===== config.mk =====
export PLATFORM = sky130hd
export DESIGN_NAME = z80_alu_flag_unit
export DESIGN_NICKNAME = d
export VERILOG_FILES = /design/src/hdl/z80af_pkg.sv /design/src/hdl/z80_alu_flag_unit.sv
export SDC_FILE = /design/constraint.sdc
export NUM_CORES = 1
export LEC_CHECK = 0
export BUFFER_PORTS_ARGS = -buffer_cell sky130_fd_sc_hd__buf_2
export CORE_MARGIN = 2
export CORE_UTILIZATION = 35
export CTS_CLUSTER_SIZE = 8
export DETAILED_ROUTE_END_ITERATION = 6
export GPL_ROUTABILITY_DRIVEN = 0
export PLACE_DENSITY = 0.61
export SLEW_MARGIN = 20
export SYNTH_ARGS = -nofsm -noshare
export SYNTH_HDL_FRONTEND = slang
export SYNTH_SLANG_ARGS = --single-unit

===== constraint.sdc =====
create_clock -name clk -period 7.8 [get_ports clk]
set_input_delay 0.39 -clock clk [delete_from_list [all_inputs] [get_ports clk]]
set_output_delay 0.39 -clock clk [all_outputs]
set_load 0.005 [all_outputs]

===== src/hdl/z80af_pkg.sv =====
package z80af_pkg;

  localparam logic [4:0] OP_ADD    = 5'd0;
  localparam logic [4:0] OP_ADC    = 5'd1;
  localparam logic [4:0] OP_SUB    = 5'd2;
  localparam logic [4:0] OP_SBC    = 5'd3;
  localparam logic [4:0] OP_AND    = 5'd4;
  localparam logic [4:0] OP_XOR    = 5'd5;
  localparam logic [4:0] OP_OR     = 5'd6;
  localparam logic [4:0] OP_CP     = 5'd7;
  localparam logic [4:0] OP_ADD16  = 5'd8;
  localparam logic [4:0] OP_ADC16  = 5'd9;
  localparam logic [4:0] OP_SBC16  = 5'd10;
  localparam logic [4:0] OP_SHIFT  = 5'd11;
  localparam logic [4:0] OP_BIT    = 5'd12;
  localparam logic [4:0] OP_RES    = 5'd13;
  localparam logic [4:0] OP_SET    = 5'd14;
  localparam logic [4:0] OP_BLKCMP = 5'd15;
  localparam logic [4:0] OP_BLKLD  = 5'd16;

  localparam logic [2:0] SH_RLC  = 3'd0;
  localparam logic [2:0] SH_RRC  = 3'd1;
  localparam logic [2:0] SH_RL   = 3'd2;
  localparam logic [2:0] SH_RR   = 3'd3;
  localparam logic [2:0] SH_SLA  = 3'd4;
  localparam logic [2:0] SH_SRA  = 3'd5;
  localparam logic [2:0] SH_PASS = 3'd6;
  localparam logic [2:0] SH_SRL  = 3'd7;

  localparam logic [2:0] BIT_SIGN = 3'd7;

  typedef struct packed {
    logic [4:0]  req_type;
    logic [7:0]  acc;
    logic [7:0]  flags_in;
    logic [7:0]  operand8;
    logic [15:0] hl_in;
    logic [15:0] operand16;
    logic [2:0]  bit_sel;
    logic [15:0] remaining_count;
  } alu_req_t;

  typedef struct packed {
    logic [7:0]  result_byte;
    logic [15:0] result_pair;
    logic [7:0]  flags_out;
  } alu_rsp_t;

  typedef struct packed {
    logic [4:0]  op;
    logic [7:0]  acc;
    logic [7:0]  fin;
    logic [7:0]  opnd;
    logic [15:0] hl;
    logic [2:0]  sel;
    logic        bc_nz;
    logic [7:0]  ar8;
    logic        ac8;
    logic        ah8;
    logic        av8;
    logic [15:0] ar16;
    logic        ac16;
    logic        ah16;
    logic        av16;
    logic [7:0]  lr8;
    logic        lco;
    logic        bit_t;
  } alu_mid_t;

endpackage


===== src/hdl/z80_alu_flag_unit.sv =====
// Z80-style ALU and flag unit with three register stages: the request is
// registered, then the 8- and 16-bit adders, logic and shift results are
// formed, then flags are assembled into the output register. For every
// operation the response waits in the output register, rsp_valid high,
// until rsp_ready is high. A new request can be accepted every cycle; a
// stalled output backs up the pipeline one stage at a time, so req_ready
// stays high while any stage is empty. The block holds no state between
// transactions.
module z80_alu_flag_unit
  import z80af_pkg::*;
(
  input  logic     clk,
  input  logic     rst,
  input  logic     req_valid,
  output logic     req_ready,
  input  alu_req_t req,
  output logic     rsp_valid,
  input  logic     rsp_ready,
  output alu_rsp_t rsp
);

  logic     v1, v2, v3;
  logic     adv1, adv2, adv3;
  alu_req_t s1;
  alu_mid_t s2, s2_next;
  alu_rsp_t s3, s3_next;

  assign adv3      = !v3 || rsp_ready;
  assign adv2      = !v2 || adv3;
  assign adv1      = !v1 || adv2;
  assign req_ready = adv1;
  assign rsp_valid = v3;
  assign rsp       = s3;

  always_ff @(posedge clk) begin
    if (rst) begin
      v1 <= 1'b0;
      v2 <= 1'b0;
      v3 <= 1'b0;
    end else begin
      if (adv1) v1 <= req_valid;
      if (adv2) v2 <= v1;
      if (adv3) v3 <= v2;
    end
  end

  always_ff @(posedge clk) begin
    if (adv1) s1 <= req;
    if (adv2) s2 <= s2_next;
    if (adv3) s3 <= s3_next;
  end

  // stage 2: adders, logic and shifts
  always_comb begin
    logic       cin, c8, c16, sub8;
    logic [8:0] r9;
    logic [4:0] n5;
    logic [16:0] r17;
    logic [12:0] n13;
    logic [7:0] v;

    cin  = s1.flags_in[0];
    v    = s1.operand8;
    sub8 = s1.req_type inside {OP_SUB, OP_SBC, OP_CP, OP_BLKCMP};
    c8   = (s1.req_type inside {OP_ADC, OP_SBC}) ? cin : 1'b0;
    c16  = (s1.req_type inside {OP_ADC16, OP_SBC16}) ? cin : 1'b0;

    s2_next.op    = s1.req_type;
    s2_next.acc   = s1.acc;
    s2_next.fin   = s1.flags_in;
    s2_next.opnd  = v;
    s2_next.hl    = s1.hl_in;
    s2_next.sel   = s1.bit_sel;
    s2_next.bc_nz = |s1.remaining_count;
    s2_next.bit_t = v[s1.bit_sel];

    if (sub8) begin
      r9 = {1'b0, s1.acc} - {1'b0, v} - {8'd0, c8};
      n5 = {1'b0, s1.acc[3:0]} - {1'b0, v[3:0]} - {4'd0, c8};
      s2_next.av8 = (s1.acc[7] ^ v[7]) & (s1.acc[7] ^ r9[7]);
    end else begin
      r9 = {1'b0, s1.acc} + {1'b0, v} + {8'd0, c8};
      n5 = {1'b0, s1.acc[3:0]} + {1'b0, v[3:0]} + {4'd0, c8};
      s2_next.av8 = (s1.acc[7] ^ r9[7]) & (v[7] ^ r9[7]);
    end
    s2_next.ar8 = r9[7:0];
    s2_next.ac8 = r9[8];
    s2_next.ah8 = n5[4];

    if (s1.req_type == OP_SBC16) begin
      r17 = {1'b0, s1.hl_in} - {1'b0, s1.operand16} - {16'd0, c16};
      n13 = {1'b0, s1.hl_in[11:0]} - {1'b0, s1.operand16[11:0]} - {12'd0, c16};
      s2_next.av16 = (s1.hl_in[15] ^ s1.operand16[15]) & (s1.hl_in[15] ^ r17[15]);
    end else begin
      r17 = {1'b0, s1.hl_in} + {1'b0, s1.operand16} + {16'd0, c16};
      n13 = {1'b0, s1.hl_in[11:0]} + {1'b0, s1.operand16[11:0]} + {12'd0, c16};
      s2_next.av16 = (s1.hl_in[15] ^ r17[15]) & (s1.operand16[15] ^ r17[15]);
    end
    s2_next.ar16 = r17[15:0];
    s2_next.ac16 = r17[16];
    s2_next.ah16 = n13[12];

    s2_next.lco = 1'b0;
    case (s1.bit_sel)
      SH_RLC:  s2_next.lco = v[7];
      SH_RL:   s2_next.lco = v[7];
      SH_SLA:  s2_next.lco = v[7];
      SH_RRC:  s2_next.lco = v[0];
      SH_RR:   s2_next.lco = v[0];
      SH_SRA:  s2_next.lco = v[0];
      SH_SRL:  s2_next.lco = v[0];
      default: s2_next.lco = 1'b0;
    endcase

    case (s1.req_type)
      OP_AND: s2_next.lr8 = s1.acc & v;
      OP_XOR: s2_next.lr8 = s1.acc ^ v;
      OP_OR:  s2_next.lr8 = s1.acc | v;
      OP_RES: s2_next.lr8 = v & ~(8'd1 << s1.bit_sel);
      OP_SET: s2_next.lr8 = v | (8'd1 << s1.bit_sel);
      OP_SHIFT: begin
        case (s1.bit_sel)
          SH_RLC:  s2_next.lr8 = {v[6:0], v[7]};
          SH_RRC:  s2_next.lr8 = {v[0], v[7:1]};
          SH_RL:   s2_next.lr8 = {v[6:0], cin};
          SH_RR:   s2_next.lr8 = {cin, v[7:1]};
          SH_SLA:  s2_next.lr8 = {v[6:0], 1'b0};
          SH_SRA:  s2_next.lr8 = {v[7], v[7:1]};
          SH_SRL:  s2_next.lr8 = {1'b0, v[7:1]};
          default: s2_next.lr8 = v;
        endcase
      end
      default: s2_next.lr8 = v;
    endcase
  end

  // stage 3: flag assembly and result select
  always_comb begin
    logic       z8, zl, z16, par;
    logic [7:0] u;

    z8  = (s2.ar8 == 8'd0);
    zl  = (s2.lr8 == 8'd0);
    z16 = (s2.ar16 == 16'd0);
    par = ~(^s2.lr8);
    u   = s2.ar8 - {7'd0, s2.ah8};

    s3_next.result_byte = s2.acc;
    s3_next.result_pair = s2.hl;
    s3_next.flags_out   = s2.fin;

    case (s2.op)
      OP_ADD, OP_ADC: begin
        s3_next.result_byte = s2.ar8;
        s3_next.flags_out   = {s2.ar8[7], z8, s2.ar8[5], s2.ah8, s2.ar8[3],
                               s2.av8, 1'b0, s2.ac8};
      end
      OP_SUB, OP_SBC: begin
        s3_next.result_byte = s2.ar8;
        s3_next.flags_out   = {s2.ar8[7], z8, s2.ar8[5], s2.ah8, s2.ar8[3],
                               s2.av8, 1'b1, s2.ac8};
      end
      OP_CP: begin
        s3_next.flags_out = {s2.ar8[7], z8, s2.ar8[5], s2.ah8, s2.ar8[3],
                             s2.av8, 1'b1, s2.ac8};
      end
      OP_AND: begin
        s3_next.result_byte = s2.lr8;
        s3_next.flags_out   = {s2.lr8[7], zl, s2.lr8[5], 1'b1, s2.lr8[3], par, 2'b00};
      end
      OP_XOR, OP_OR: begin
        s3_next.result_byte = s2.lr8;
        s3_next.flags_out   = {s2.lr8[7], zl, s2.lr8[5], 1'b0, s2.lr8[3], par, 2'b00};
      end
      OP_ADD16: begin
        s3_next.result_pair = s2.ar16;
        s3_next.flags_out   = {s2.fin[7], s2.fin[6], s2.ar16[13], s2.ah16, s2.ar16[11],
                               s2.fin[2], 1'b0, s2.ac16};
      end
      OP_ADC16: begin
        s3_next.result_pair = s2.ar16;
        s3_next.flags_out   = {s2.ar16[15], z16, s2.ar16[13], s2.ah16, s2.ar16[11],
                               s2.av16, 1'b0, s2.ac16};
      end
      OP_SBC16: begin
        s3_next.result_pair = s2.ar16;
        s3_next.flags_out   = {s2.ar16[15], z16, s2.ar16[13], s2.ah16, s2.ar16[11],
                               s2.av16, 1'b1, s2.ac16};
      end
      OP_SHIFT: begin
        s3_next.result_byte = s2.lr8;
        s3_next.flags_out   = {s2.lr8[7], zl, s2.lr8[5], 1'b0, s2.lr8[3], par,
                               1'b0, s2.lco};
      end
      OP_BIT: begin
        s3_next.flags_out = {(s2.sel == BIT_SIGN) && s2.bit_t, !s2.bit_t, s2.opnd[5],
                             1'b1, s2.opnd[3], 2'b00, s2.fin[0]};
      end
      OP_RES, OP_SET: begin
        s3_next.result_byte = s2.lr8;
      end
      OP_BLKCMP: begin
        s3_next.flags_out = {s2.ar8[7], z8, u[3], s2.ah8, u[1], s2.bc_nz,
                             1'b1, s2.fin[0]};
      end
      OP_BLKLD: begin
        s3_next.flags_out = {s2.fin[7], s2.fin[6], 3'b000, s2.bc_nz, 1'b0, s2.fin[0]};
      end
      default: begin
        s3_next.flags_out = s2.fin;
      end
    endcase
  end

  // a stalled middle stage keeps its item
  assert property (@(posedge clk) disable iff (rst)
    (v2 && !adv2) |=> (v2 && $stable(s2)))
    else $error("stage 2 item changed while stalled");

  // an item leaving stage 1 arrives in stage 2
  assert property (@(posedge clk) disable iff (rst)
    (v1 && adv2) |=> v2)
    else $error("item lost between stage 1 and stage 2");

  // ready only with room somewhere in the pipeline
  assert property (@(posedge clk) disable iff (rst)
    req_ready |-> (!v1 || !v2 || !v3 || rsp_ready))
    else $error("request taken with a full, stalled pipeline");

endmodule


==> reports/metrics.csv, run 1 <==
stage;metric;value;unit
floorplanning;FP Rows;64;
min_path;min-delay src;req[14];
clocking;Clock Latency Late Sink;0.45;ns
yosys;synth top area cells;edfxtp_1, ha_1, inv_1, nand2_1, xnor2_1;
critical_path;RR Startpoint;s1[78];
timing;Setup TNS;0;ns
critical_path;crit-path leading delay family;compound AO/OA/AOI/OAI gates;
power_and_ir_drop;Switching Fraction;28.49;%
yosys;synth warn;0;
critical_path;CP max FO;16;
timing;final hold violation count;0;
power_and_ir_drop;leakage power;5.096;nW
critical_path;worst setup path startpoint;s1[78];
yosys;Seq/Total Area, Yosys;55.08;%
route;antenna viol nets, final;0;
clocking;H-tree levels;4;
place;I/O Buffers;117;
critical_path;CP required;7.97;ns
floorplanning;die area;32100;um^2
status;status;complete, no violations;
yosys;top-count cell post-synth;edfxtp_1;
global_routing;met2 usage;23.77;%
yosys;Synth Area in Compound Gates;12.88;%
timing;relative slew slack;42.17;%
timing;# setup viols final;0;
critical_path;critical path cell sequence;inv_2 -> nor3_1 -> nand3_1 -> inv_1 -> fa_1 -> inv_1 -> fa_1 -> nand2b_2 -> a2111oi_4 -> o41a_2 -> o21ai_1 -> a311o_1 -> xnor2_1 -> nor2_1 -> a31oi_1;
clocking;CTS Hold Bufs;0;
timing;Final Skew;0.01285;ns
clocking;CTS resizes;0;
timing;Tmin final;3.947;ns
final_layout;Seq. cell area;5916;um^2
floorplanning;die height;179.2;um
timing;RSZ-0062 raised after global routing;false;
critical_path;Setup CP Type;flip-flop to flip-flop;
critical_path;WP data arrival;4.11;ns
global_routing;GR Util All Layers;15.79;%
route;drt total wl;24800;um
yosys;Netlist cell types;68;
clocking;CTS buffer count;17;
yosys;largest family of logic cells by synthesized area;compound AO/OA/AOI/OAI gates;
timing;Pins Over Slew Limit;0;
final_layout;layout cells sized above 1;17.33;%
clocking;clock slew at reported path FFs;0.08;ns
global_routing;total grt overflow;0;
route;detailed-router iteration count before antenna repair;4;
place;placed instance count;1437;
power_and_ir_drop;NetSw;758.6;uW
global_routing;largest net degree at the start of global routing;61;
critical_path;crit-path max cell delay;0.71;ns
min_path;Tightest Hold Check Type;input pin to flip-flop;
critical_path;CP bufs+invs;3;
yosys;mux cell area share after synthesis;3.041;%
yosys;FF+latch count, synth;198;
power_and_ir_drop;Comb pwr share;15.8;%
critical_path;critical path's slowest cell;edfxtp_1;
power_and_ir_drop;Clock power frac;33.5;%
route;via/cell ratio;5.094;
final_layout;multi-input logic area;4395;um^2
critical_path;crit end category;flip-flop;
clocking;clock root cell;clkbuf_16;
place;Cell Area, Placed;11790;um^2
floorplanning;core area;30430;um^2
power_and_ir_drop;Seq pwr share;50.7;%
clocking;clk sinks;198;
place;DP Wirelength;18460;um
yosys;Post-synth ARST share;0;%
global_routing;GR Util met1;22.27;%
timing;highest clock rate;253.4;MHz
clocking;post-CTS repair timing setup buffer count;0;
yosys;Post-synth EDFFs;195;
floorplanning;Starting Density;35.30;%
global_routing;met3 GRT Util;3.456;%
global_routing;vias in the first global route;7126;
timing;period utilization;50.60;%
route;vias;7488;
yosys;Post-synth top cells;edfxtp_1, inv_1, nand2_1, nor2_1, ha_1;
yosys;Synth area leader;edfxtp_1;
flow_run;number of max-cap violations;0;
power_and_ir_drop;pwr dens;214.9;nW/um^2
yosys;Syn Std Cell Area;10740;um^2
timing;Worst Max-Slew Pin Slew;0.8674;ns
yosys;Post-Synth XOR/XNOR Area;3.961;%
final_layout;final net count;1223;
yosys;post-synthesis adder-cell area fraction;9.762;%
final_layout;Layout area overhead;15.39;%
route;DRC;0;
floorplanning;Die X;179.2;um
yosys;fraction of post-synthesis cell area in the top cell type by area;54.52;%
yosys;Synth Area in Simple Gates;11.15;%
route;WL/cell;16.87;um
yosys;syn_area_per_cell;11.43;um^2
final_layout;Final Instance Area;12390;um^2
floorplanning;Ports;118;
power_and_ir_drop;Peak VDD IR;0.1159;mV
final_layout;fillcell total;2908;
global_routing;gr busiest metal;met2;
global_routing;initial antenna violation count;2;
clocking;CTS tree;built;
yosys;Gate Count Post-Synth;940;
route;Iter 0 DRT Violations;609;
final_layout;Cell Count, Final, Fillers Out;1470;
critical_path;Worst Setup Start Kind;flip-flop;
yosys;Post-synth top flop;edfxtp_1;
clocking;Clock Tree Buf Depth;2;
power_and_ir_drop;P_int;1.904;mW
yosys;Syn Nets;1103;
global_routing;first-pass GRT wire length;38560;um
-- power by group through the flow --
stage          clock network (mW)  logic (mW)  registers (mW)
5_1_grt                     0.953       0.472            1.36
2_1_floorplan                   0       0.308            1.34
3_5_place_dp                    0       0.417            1.37
3_3_place_gp                    0       0.412            1.37
6_report                    0.892       0.422            1.35
4_1_cts                     0.913       0.419            1.35
-- cell families (layout without fill, tap and decap cells) --
| group | after synthesis | count (layout) |
|---|---|---|
| compound gates | 213 | 213 |
| buf+inv | 117 | 250 |
| other cells | 0 | 1 |
| fa+ha+maj | 79 | 79 |
| mux | 28 | 28 |
| flops | 198 | 198 |
| xor+xnor | 47 | 47 |
| simple gates | 258 | 258 |
-- area by class of cell --
cell class              instances  share of cell area, %
well taps                     396                  3.998
clock inverters                14                  1.373
clock buffers                  18                  3.463
flip-flops and latches        198                  47.73
multi-input cells             625                  35.47
inverters                      96                  2.918
repair buffers                122                  5.028
diodes                          1                0.02019
-- cells in the final DEF, fill, tap and decap left out, drive strengths merged, types with 17 or more instances in the layout --
cell / n
nor2: 75
inv: 104
nand2: 90
buf: 122
a21oi: 60
edfxtp: 195
mux2: 17
o21ai: 52
xnor2: 35
clkbuf: 18
ha: 71
-- final timing paths --
check,to,slack [ns],cells past startpoint
max,s2[12],3.85,15
min,s1[14],0.11,1
max reg2reg,s2[12],3.85,15
min reg2reg,s2[70],0.42,0
-- stage by stage --
step	power [mW]	util [%]	hold slack, ns	worst slack (ns)
5_1_grt	2.784	40.72	0.08923	3.523
3_5_place_dp	1.790	38.75	0.4059	3.932
4_1_cts	2.682	40.72	0.09533	3.915
2_1_floorplan	1.643	-	0.4003	4.524
3_3_place_gp	1.784	38.75	0.4057	3.998
6_report	2.663	40.73	0.1134	3.853
-- flip-flops by register name, indices dropped and copies added, names as in the netlist --
register	count
rsp	32
rsp_valid	1
s1	80
s2	83
v1	1
v2	1
-- metal layers --
| metal | up-vias | routed length [um] |
|---|---|---|
| li1 | 3668 | - |
| met1 | 3530 | 11820 |
| met2 | 245 | 10820 |
| met3 | 45 | 1518 |
| met4 | 0 | 640 |
| met5 | - | 0 |
Note: power is estimated with default switching activity, not from simulation.
==> run 2, diff against run 1 <==
--- a/config.mk
+++ b/config.mk
@@ -5,6 +5,7 @@
 export SDC_FILE = /design/constraint.sdc
 export NUM_CORES = 1
 export LEC_CHECK = 0
+export ABC_AREA = 1
 export BUFFER_PORTS_ARGS = -buffer_cell sky130_fd_sc_hd__buf_2
 export CORE_MARGIN = 2
 export CORE_UTILIZATION = 35
==> constraint.sdc (replaced) <==
create_clock -name clk -period 4.05 [get_ports clk]
set_input_delay 0.2025 -clock clk [delete_from_list [all_inputs] [get_ports clk]]
set_output_delay 0.2025 -clock clk [all_outputs]
set_load 0.005 [all_outputs]
==> reports/metrics.csv, run 2 <==
stage;metric;value;unit;change
yosys;Post-synth top flop;edfxtp_1;;unchanged
global_routing;GR Util All Layers;17.34;%;was 15.79%
place;DP Wirelength;20490;um;was 18,460 um
floorplanning;die height;181.0;um;was 179.2 um
timing;# setup viols final;0;;unchanged
final_layout;Largest Register;s2;;unchanged
clocking;Clock Latency Late Sink;0.45;ns;about the same
power_and_ir_drop;leakage power;6.044;nW;was 5.096 nW
timing;period utilization;83.09;%;was 50.60%
critical_path;CP max FO;8;;was 16
final_layout;ANT cells;0;;was 1
route;Top Layer Used;met4;;unchanged
floorplanning;Starting Density;35.64;%;was 35.30%
clocking;CTS tree;built;;unchanged
yosys;Gate Count Post-Synth;1153;;was 940
yosys;Synth area leader;edfxtp_1;;unchanged
route;Iter 0 DRT Violations;630;;was 609
route;DRC;0;;unchanged
yosys;Syn Nets;1316;;was 1,103
power_and_ir_drop;pwr dens;386.5;nW/um^2;was 214.9 nW/um^2
clocking;Clock Tree Buf Depth;2;;unchanged
route;WL/cell;15.61;um;was 16.87 um
timing;Final Skew;0.01442;ns;was 0.01285 ns
yosys;Post-synth EDFFs;195;;unchanged
yosys;post-synthesis adder-cell area fraction;9.566;%;was 9.762%
route;antenna viol nets, final;0;;unchanged
route;met1 WL;14040;um;was 11,820 um
yosys;fraction of post-synthesis cell area in the top cell type by area;53.42;%;was 54.52%
floorplanning;die area;32750;um^2;was 32,100 um^2
clocking;clock root cell;clkbuf_16;;unchanged
timing;Setup TNS;0;ns;unchanged
yosys;Synth Area in Compound Gates;9.658;%;was 12.88%
yosys;Post-synth top cells;nand2_1, edfxtp_1, inv_1, nand3_1, nor2_1;;was edfxtp_1, inv_1, nand2_1, nor2_1, ha_1
route;met2 routed WL;11590;um;was 10,820 um
route;met3 WL;1632;um;was 1518 um
floorplanning;Die X;181.0;um;was 179.2 um
critical_path;CP required;4.24;ns;was 7.97 ns
floorplanning;Ports;118;;unchanged
clocking;clock slew at reported path FFs;0.08;ns;about the same
yosys;syn_area_per_cell;9.506;um^2;was 11.43 um^2
route;vias;8659;;was 7,488
yosys;Syn Std Cell Area;10960;um^2;was 10,740 um^2
timing;Worst Max-Slew Pin Slew;1.069;ns;was 0.8674 ns
yosys;largest family of logic cells by synthesized area;simple AND/OR/NAND/NOR gates;;was compound AO/OA/AOI/OAI gates
power_and_ir_drop;Peak VDD IR;0.2665;mV;was 0.1159 mV
global_routing;total grt overflow;0;;unchanged
yosys;Synth Area in Simple Gates;18.86;%;was 11.15%
final_layout;layout cells sized above 1;13.14;%;was 17.33%
clocking;clk sinks;198;;unchanged
global_routing;first-pass GRT wire length;44820;um;was 38,560 um
yosys;Netlist cell types;45;;was 68
final_layout;most frequent cells in the layout;nand2_1, edfxtp_1, inv_1, buf_2, nand3_1;;was edfxtp_1, buf_2, inv_1, nand2_1, nor2_1
final_layout;final net count;1527;;was 1,223
yosys;Post-synth ARST share;0;%;unchanged
min_path;Tightest Hold Check Type;input pin to flip-flop;;unchanged
timing;RSZ-0062 raised after global routing;false;;unchanged
yosys;mux cell area share after synthesis;0;%;was 3.041%
yosys;Post-Synth XOR/XNOR Area;1.199;%;was 3.961%
critical_path;WP data arrival;3.55;ns;was 4.11 ns
yosys;Seq/Total Area, Yosys;53.97;%;was 55.08%
timing;relative slew slack;28.73;%;was 42.17%
place;placed instance count;1659;;was 1,437
global_routing;initial antenna violation count;1;;was 2
place;I/O Buffers;117;;unchanged
critical_path;crit end category;flip-flop;;unchanged
timing;final hold violation count;0;;unchanged
final_layout;commonest non-fill, non-tap cell in the layout;nand2_1;;was edfxtp_1
global_routing;vias in the first global route;8418;;was 7,126
yosys;top-count cell post-synth;nand2_1;;was edfxtp_1
final_layout;Cell Count, Final, Fillers Out;1773;;was 1,470
floorplanning;core area;30750;um^2;was 30,430 um^2
critical_path;Setup CP Type;flip-flop to flip-flop;;unchanged
status;status;complete, no violations;;unchanged
yosys;synth top area cells;edfxtp_1, nand2_1, ha_1, inv_1, nand3_1;;was edfxtp_1, ha_1, inv_1, nand2_1, xnor2_1
floorplanning;FP Rows;64;;unchanged
timing;Pins Over Slew Limit;0;;unchanged
route;detailed-router iteration count before antenna repair;5;;was 4
flow_run;number of max-cap violations;0;;unchanged
final_layout;Layout area overhead;22.61;%;was 15.39%
final_layout;max reg flops;83;;unchanged
timing;highest clock rate;297.2;MHz;was 253.4 MHz
clocking;CTS buffer count;17;;unchanged
yosys;synth warn;0;;unchanged
yosys;FF+latch count, synth;198;;unchanged
route;drt total wl;27680;um;was 24,800 um
route;via/cell ratio;4.884;;was 5.094
clocking;H-tree levels;4;;unchanged
critical_path;Worst Setup Start Kind;flip-flop;;unchanged
clocking;post-CTS repair timing setup buffer count;0;;unchanged
timing;Tmin final;3.365;ns;was 3.947 ns
global_routing;largest net degree at the start of global routing;77;;was 61
## run 2: cell types whose count changed after synthesis, moves of 17 or more
cell,previous run,this run
nand2_1,90,251
xnor2_1,35,8
inv_1,95,173
nand3_1,11,84
nand4_1,5,23
mux2_2,17,0
o21ai_1,3,36
## run 2: kinds of logic (layout without fill, tap and decap cells)
group	after synthesis	after routing
AOI/OAI and AO/OA	187	187
xor gates and xnor gates	15	15
DFF	198	198
adders and majority gates	79	79
buffers and inverters	195	419
and+or+nand+nor	479	479
## run 2: through the flow
step	setup WS (ns)	util [%]	instance area [um^2]	hold slack, ns	power, mW
2_1_floorplan	0.6255	-	10960	0.2716	3.157
3_3_place_gp	0.7898	39.16	12040	0.3797	3.452
5_1_grt	0.3390	43.71	13440	0.4229	5.473
6_report	0.6851	43.71	13440	0.4126	5.194
3_5_place_dp	0.6915	39.16	12040	0.3806	3.464
4_1_cts	0.6664	43.71	13440	0.4162	5.228
## run 2: routing by layer
layer,vias up,GRT usage [%]
li1,4371,-
met1,3967,26.35
met2,292,25.38
met3,29,2.822
met4,0,4.943
met5,-,0
## run 2: final timing paths
check,slack (ns),startpoint,endpoint,cells past startpoint
worst max-delay path,0.69,s1[78],s2[26],15
worst min-delay path,0.41,rsp_ready,rsp_valid,5
worst max register to register,0.69,s1[78],s2[26],15
worst min register to register,0.42,s1[65],s2[74],0
## run 2: report_power, final
group	switching [mW]	internal (mW)	total (mW)
sequential	0.114	2.45	2.57
clock	0.873	0.831	1.70
combinational	0.549	0.374	0.924
total	1.54	3.66	5.19
## run 2: critical path, cell delays in order (launching register included)
cell      delay (ns)
edfxtp_1        0.53
inv_2           0.14
nor3_4          0.20
inv_1           0.06
nor3_1          0.49
inv_1           0.13
fa_1            0.48
inv_1           0.09
ha_1            0.14
nor2_1          0.05
o21ai_0         0.38
nand3_1         0.16
nand2_1         0.10
nand2_1         0.05
nand3_1         0.06
nand2_1         0.06
## run 2: area by class of cell
cell class                      count  area, um^2
Fill cell                        3007       17310
Sequential cell                   198        5916
Multi-Input combinational cell    760        4313
Timing Repair Buffer              202        1441
Inverter                          185       695.7
Tap cell                          396       495.5
Clock buffer                       17       425.4
Clock inverter                     15       152.6
## run 2: what timing repair did
| action | in CTS | in global routing |
|---|---|---|
| hold buffers | 82 | 0 |
| resized for setup | 0 | 0 |
| hold endpoints to repair | 83 | 0 |
==> run 3, diff against run 2 <==
--- a/config.mk
+++ b/config.mk
@@ -12,7 +12,7 @@
 export CTS_CLUSTER_SIZE = 8
 export DETAILED_ROUTE_END_ITERATION = 6
 export GPL_ROUTABILITY_DRIVEN = 0
-export PLACE_DENSITY = 0.61
+export PLACE_DENSITY = 0.63
 export SLEW_MARGIN = 20
 export SYNTH_ARGS = -nofsm -noshare
 export SYNTH_HDL_FRONTEND = slang
==> constraint.sdc (replaced) <==
create_clock -name clk -period 2.9 [get_ports clk]
set_input_delay 0.145 -clock clk [delete_from_list [all_inputs] [get_ports clk]]
set_output_delay 0.145 -clock clk [all_outputs]
set_load 0.005 [all_outputs]
==> reports/metrics.csv, run 3 (synthesized netlist as in run 2, its figures left out) <==
stage;metric;value;unit;change
critical_path;R2R depth;18;;was 15
floorplanning;Die X;181.0;um;unchanged
clocking;clk sinks;198;;unchanged
power_and_ir_drop;Power, Total;7.276;mW;was 5.194 mW
timing;# setup viols final;0;;unchanged
final_layout;Layout area overhead;25.15;%;was 22.61%
critical_path;Setup CP Type;flip-flop to flip-flop;;unchanged
clocking;Clock Latency Late Sink;0.45;ns;about the same
global_routing;first-pass GRT wire length;45040;um;was 44,820 um
timing;Worst Max-Slew Pin Slew;0.8164;ns;was 1.069 ns
timing;Tmin final;2.795;ns;was 3.365 ns
global_routing;initial antenna violation count;0;;was 1
timing;Pins Over Slew Limit;0;;unchanged
power_and_ir_drop;leakage power;6.172;nW;was 6.044 nW
critical_path;RR Endpoint;s2[10];;was s2[26]
min_path;Tightest Hold Check Type;input pin to flip-flop;;unchanged
route;detailed-router iteration count before antenna repair;6;;was 5
timing;Final Skew;0.01572;ns;was 0.01442 ns
min_path;hold path depth;5;;unchanged
global_routing;largest net degree at the start of global routing;85;;was 77
power_and_ir_drop;P_int;5.135;mW;was 3.659 mW
route;via/cell ratio;5.000;;was 4.884
timing;final hold violation count;0;;unchanged
floorplanning;Ports;118;;unchanged
timing;worst hold slack;0.3782;ns;was 0.4126 ns
floorplanning;Starting Density;35.64;%;unchanged
power_and_ir_drop;pwr dens;530.4;nW/um^2;was 386.5 nW/um^2
final_layout;Largest Register;s2;;unchanged
clocking;CTS buffer count;17;;unchanged
route;antenna viol nets, final;0;;unchanged
final_layout;commonest non-fill, non-tap cell in the layout;nand2_1;;unchanged
route;vias;8985;;was 8,659
timing;Setup TNS;0;ns;unchanged
critical_path;RR Startpoint;s1[75];;was s1[78]
critical_path;Worst Setup Start Kind;flip-flop;;unchanged
timing;highest clock rate;357.8;MHz;was 297.2 MHz
timing;relative slew slack;45.57;%;was 28.73%
power_and_ir_drop;Peak VDD IR;0.3763;mV;was 0.2665 mV
floorplanning;die height;181.0;um;unchanged
power_and_ir_drop;Comb pwr share;18.9;%;was 17.8%
route;DRC;0;;unchanged
critical_path;WP data arrival;2.99;ns;was 3.55 ns
critical_path;flop2flop setup slack;0.11;ns;was 0.69 ns
final_layout;fillcell total;2966;;was 3,007
min_path;Hold Path End;rsp_valid;;unchanged
clocking;CTS tree;built;;unchanged
place;DP Wirelength;20590;um;was 20,490 um
power_and_ir_drop;NetSw;2.141;mW;was 1.536 mW
clocking;Clock Tree Buf Depth;2;;unchanged
power_and_ir_drop;Seq pwr share;49.2;%;was 49.4%
min_path;min-delay src;rsp_ready;;unchanged
floorplanning;FP Rows;64;;unchanged
power_and_ir_drop;Switching Fraction;29.43;%;was 29.57%
clocking;H-tree levels;4;;unchanged
clocking;clock root cell;clkbuf_16;;unchanged
final_layout;most frequent cells in the layout;nand2_1, edfxtp_1, inv_1, buf_2, dlygate4sd3_1;;was nand2_1, edfxtp_1, inv_1, buf_2, nand3_1
critical_path;CP max FO;4;;was 8
status;status;complete, no violations;;unchanged
critical_path;crit end category;flip-flop;;unchanged
clocking;clock slew at reported path FFs;0.08;ns;about the same
power_and_ir_drop;Clock power frac;31.9;%;was 32.8%
global_routing;GR Util All Layers;17.48;%;was 17.34%
final_layout;layout cells sized above 1;16.49;%;was 13.14%
place;I/O Buffers;117;;unchanged
final_layout;max reg flops;83;;unchanged
flow_run;number of max-cap violations;0;;unchanged
critical_path;CP required;3.09;ns;was 4.24 ns
route;drt total wl;28390;um;was 27,680 um
final_layout;final net count;1551;;was 1,527
timing;period utilization;96.37;%;was 83.09%
global_routing;vias in the first global route;8536;;was 8,418
global_routing;total grt overflow;0;;unchanged
route;WL/cell;15.80;um;was 15.61 um
floorplanning;core area;30750;um^2;unchanged
route;Iter 0 DRT Violations;762;;was 630
final_layout;ANT cells;0;;unchanged
floorplanning;die area;32750;um^2;unchanged
## run 3: cell types whose count changed in the layout (fill, tap and decap cells not counted), moves of 4 or more
| cell | change |
|---|---|
| nand2_1 | -7 |
| nand3_2 | +4 |
| buf_4 | +23 |
| nand2_2 | +6 |
| inv_1 | -4 |
| nand3_1 | -5 |
## run 3: final cells by class
| type | count | area [um^2] | area share (%) |
|---|---|---|---|
| clock buffer | 18 | 429.2 | 3.129 |
| clock inverter | 14 | 138.9 | 1.012 |
| inverter | 185 | 700.7 | 5.108 |
| multi-input combinational | 760 | 4420 | 32.23 |
| sequential | 198 | 5916 | 43.13 |
| tap | 396 | 495.5 | 3.612 |
| timing repair buffer | 226 | 1617 | 11.79 |
## run 3: through the flow
step,cells,setup slack [ns],utilization [%],area [um^2]
finish,1797,0.1052,44.61,13720
global route,1797,-0.03393,44.61,13720
CTS,1789,0.03407,44.06,13550
detailed placement,1673,-0.007375,39.47,12140
global placement,1673,0.1241,39.47,12140
floorplan,1153,0.1670,-,10970
## run 3: worst max-delay path by stage
stage,startpoint,endpoint,slack [ns],cells after the start
2_1_floorplan,rsp_valid,s2[0],0.17,3
3_3_place_gp,s1[76],s2[18],0.12,14
3_5_place_dp,s1[76],s2[26],-0.007,16
4_1_cts,s1[76],s2[10],0.03,18
5_1_grt,s1[79],s2[29],-0.03,15
6_report,s1[75],s2[10],0.11,18
## run 3: worst max-delay path, stage by stage, from the launching register on
cell and delay [ns]:
edfxtp_1 0.46, inv_2 0.17, nor2_4 0.06, nor2_2 0.12
nor3_2 0.05, buf_4 0.15, fa_1 0.38, inv_2 0.09
ha_1 0.25, nand2_1 0.08, nand2_1 0.10, nand2_2 0.10
nand3_2 0.08, nand2_2 0.09, nand3_1 0.10, nand2_1 0.10
nand2_1 0.05, nand3_1 0.07, nand2_1 0.06
## run 3: routing by layer
metal  GRT usage, %  wire length [um]  vias up
met5              0                 0        -
met4          5.593               534        0
met3          3.326              2063       49
met2          25.78             12170      370
met1          25.87             13630     4138
li1               -                 -     4428
## run 3: timing repair
action,in CTS,in global routing
setup endpoints to repair,5,19
pin swaps,0,13
buffers inserted,2,8
hold buffers,82,0
endpoints found under the hold margin,83,0
resized for setup,2,31
## run 3: power by group through the flow
| stage | clock (mW) | sequential, mW | combinational, mW |
|---|---|---|---|
| after global routing | 2.48 | 3.61 | 1.55 |
| after detailed placement | 0 | 3.65 | 1.22 |
| after global placement | 0 | 3.64 | 1.19 |
| final | 2.32 | 3.58 | 1.37 |
| after floorplan | 0 | 3.59 | 0.822 |
| after CTS | 2.37 | 3.58 | 1.31 |
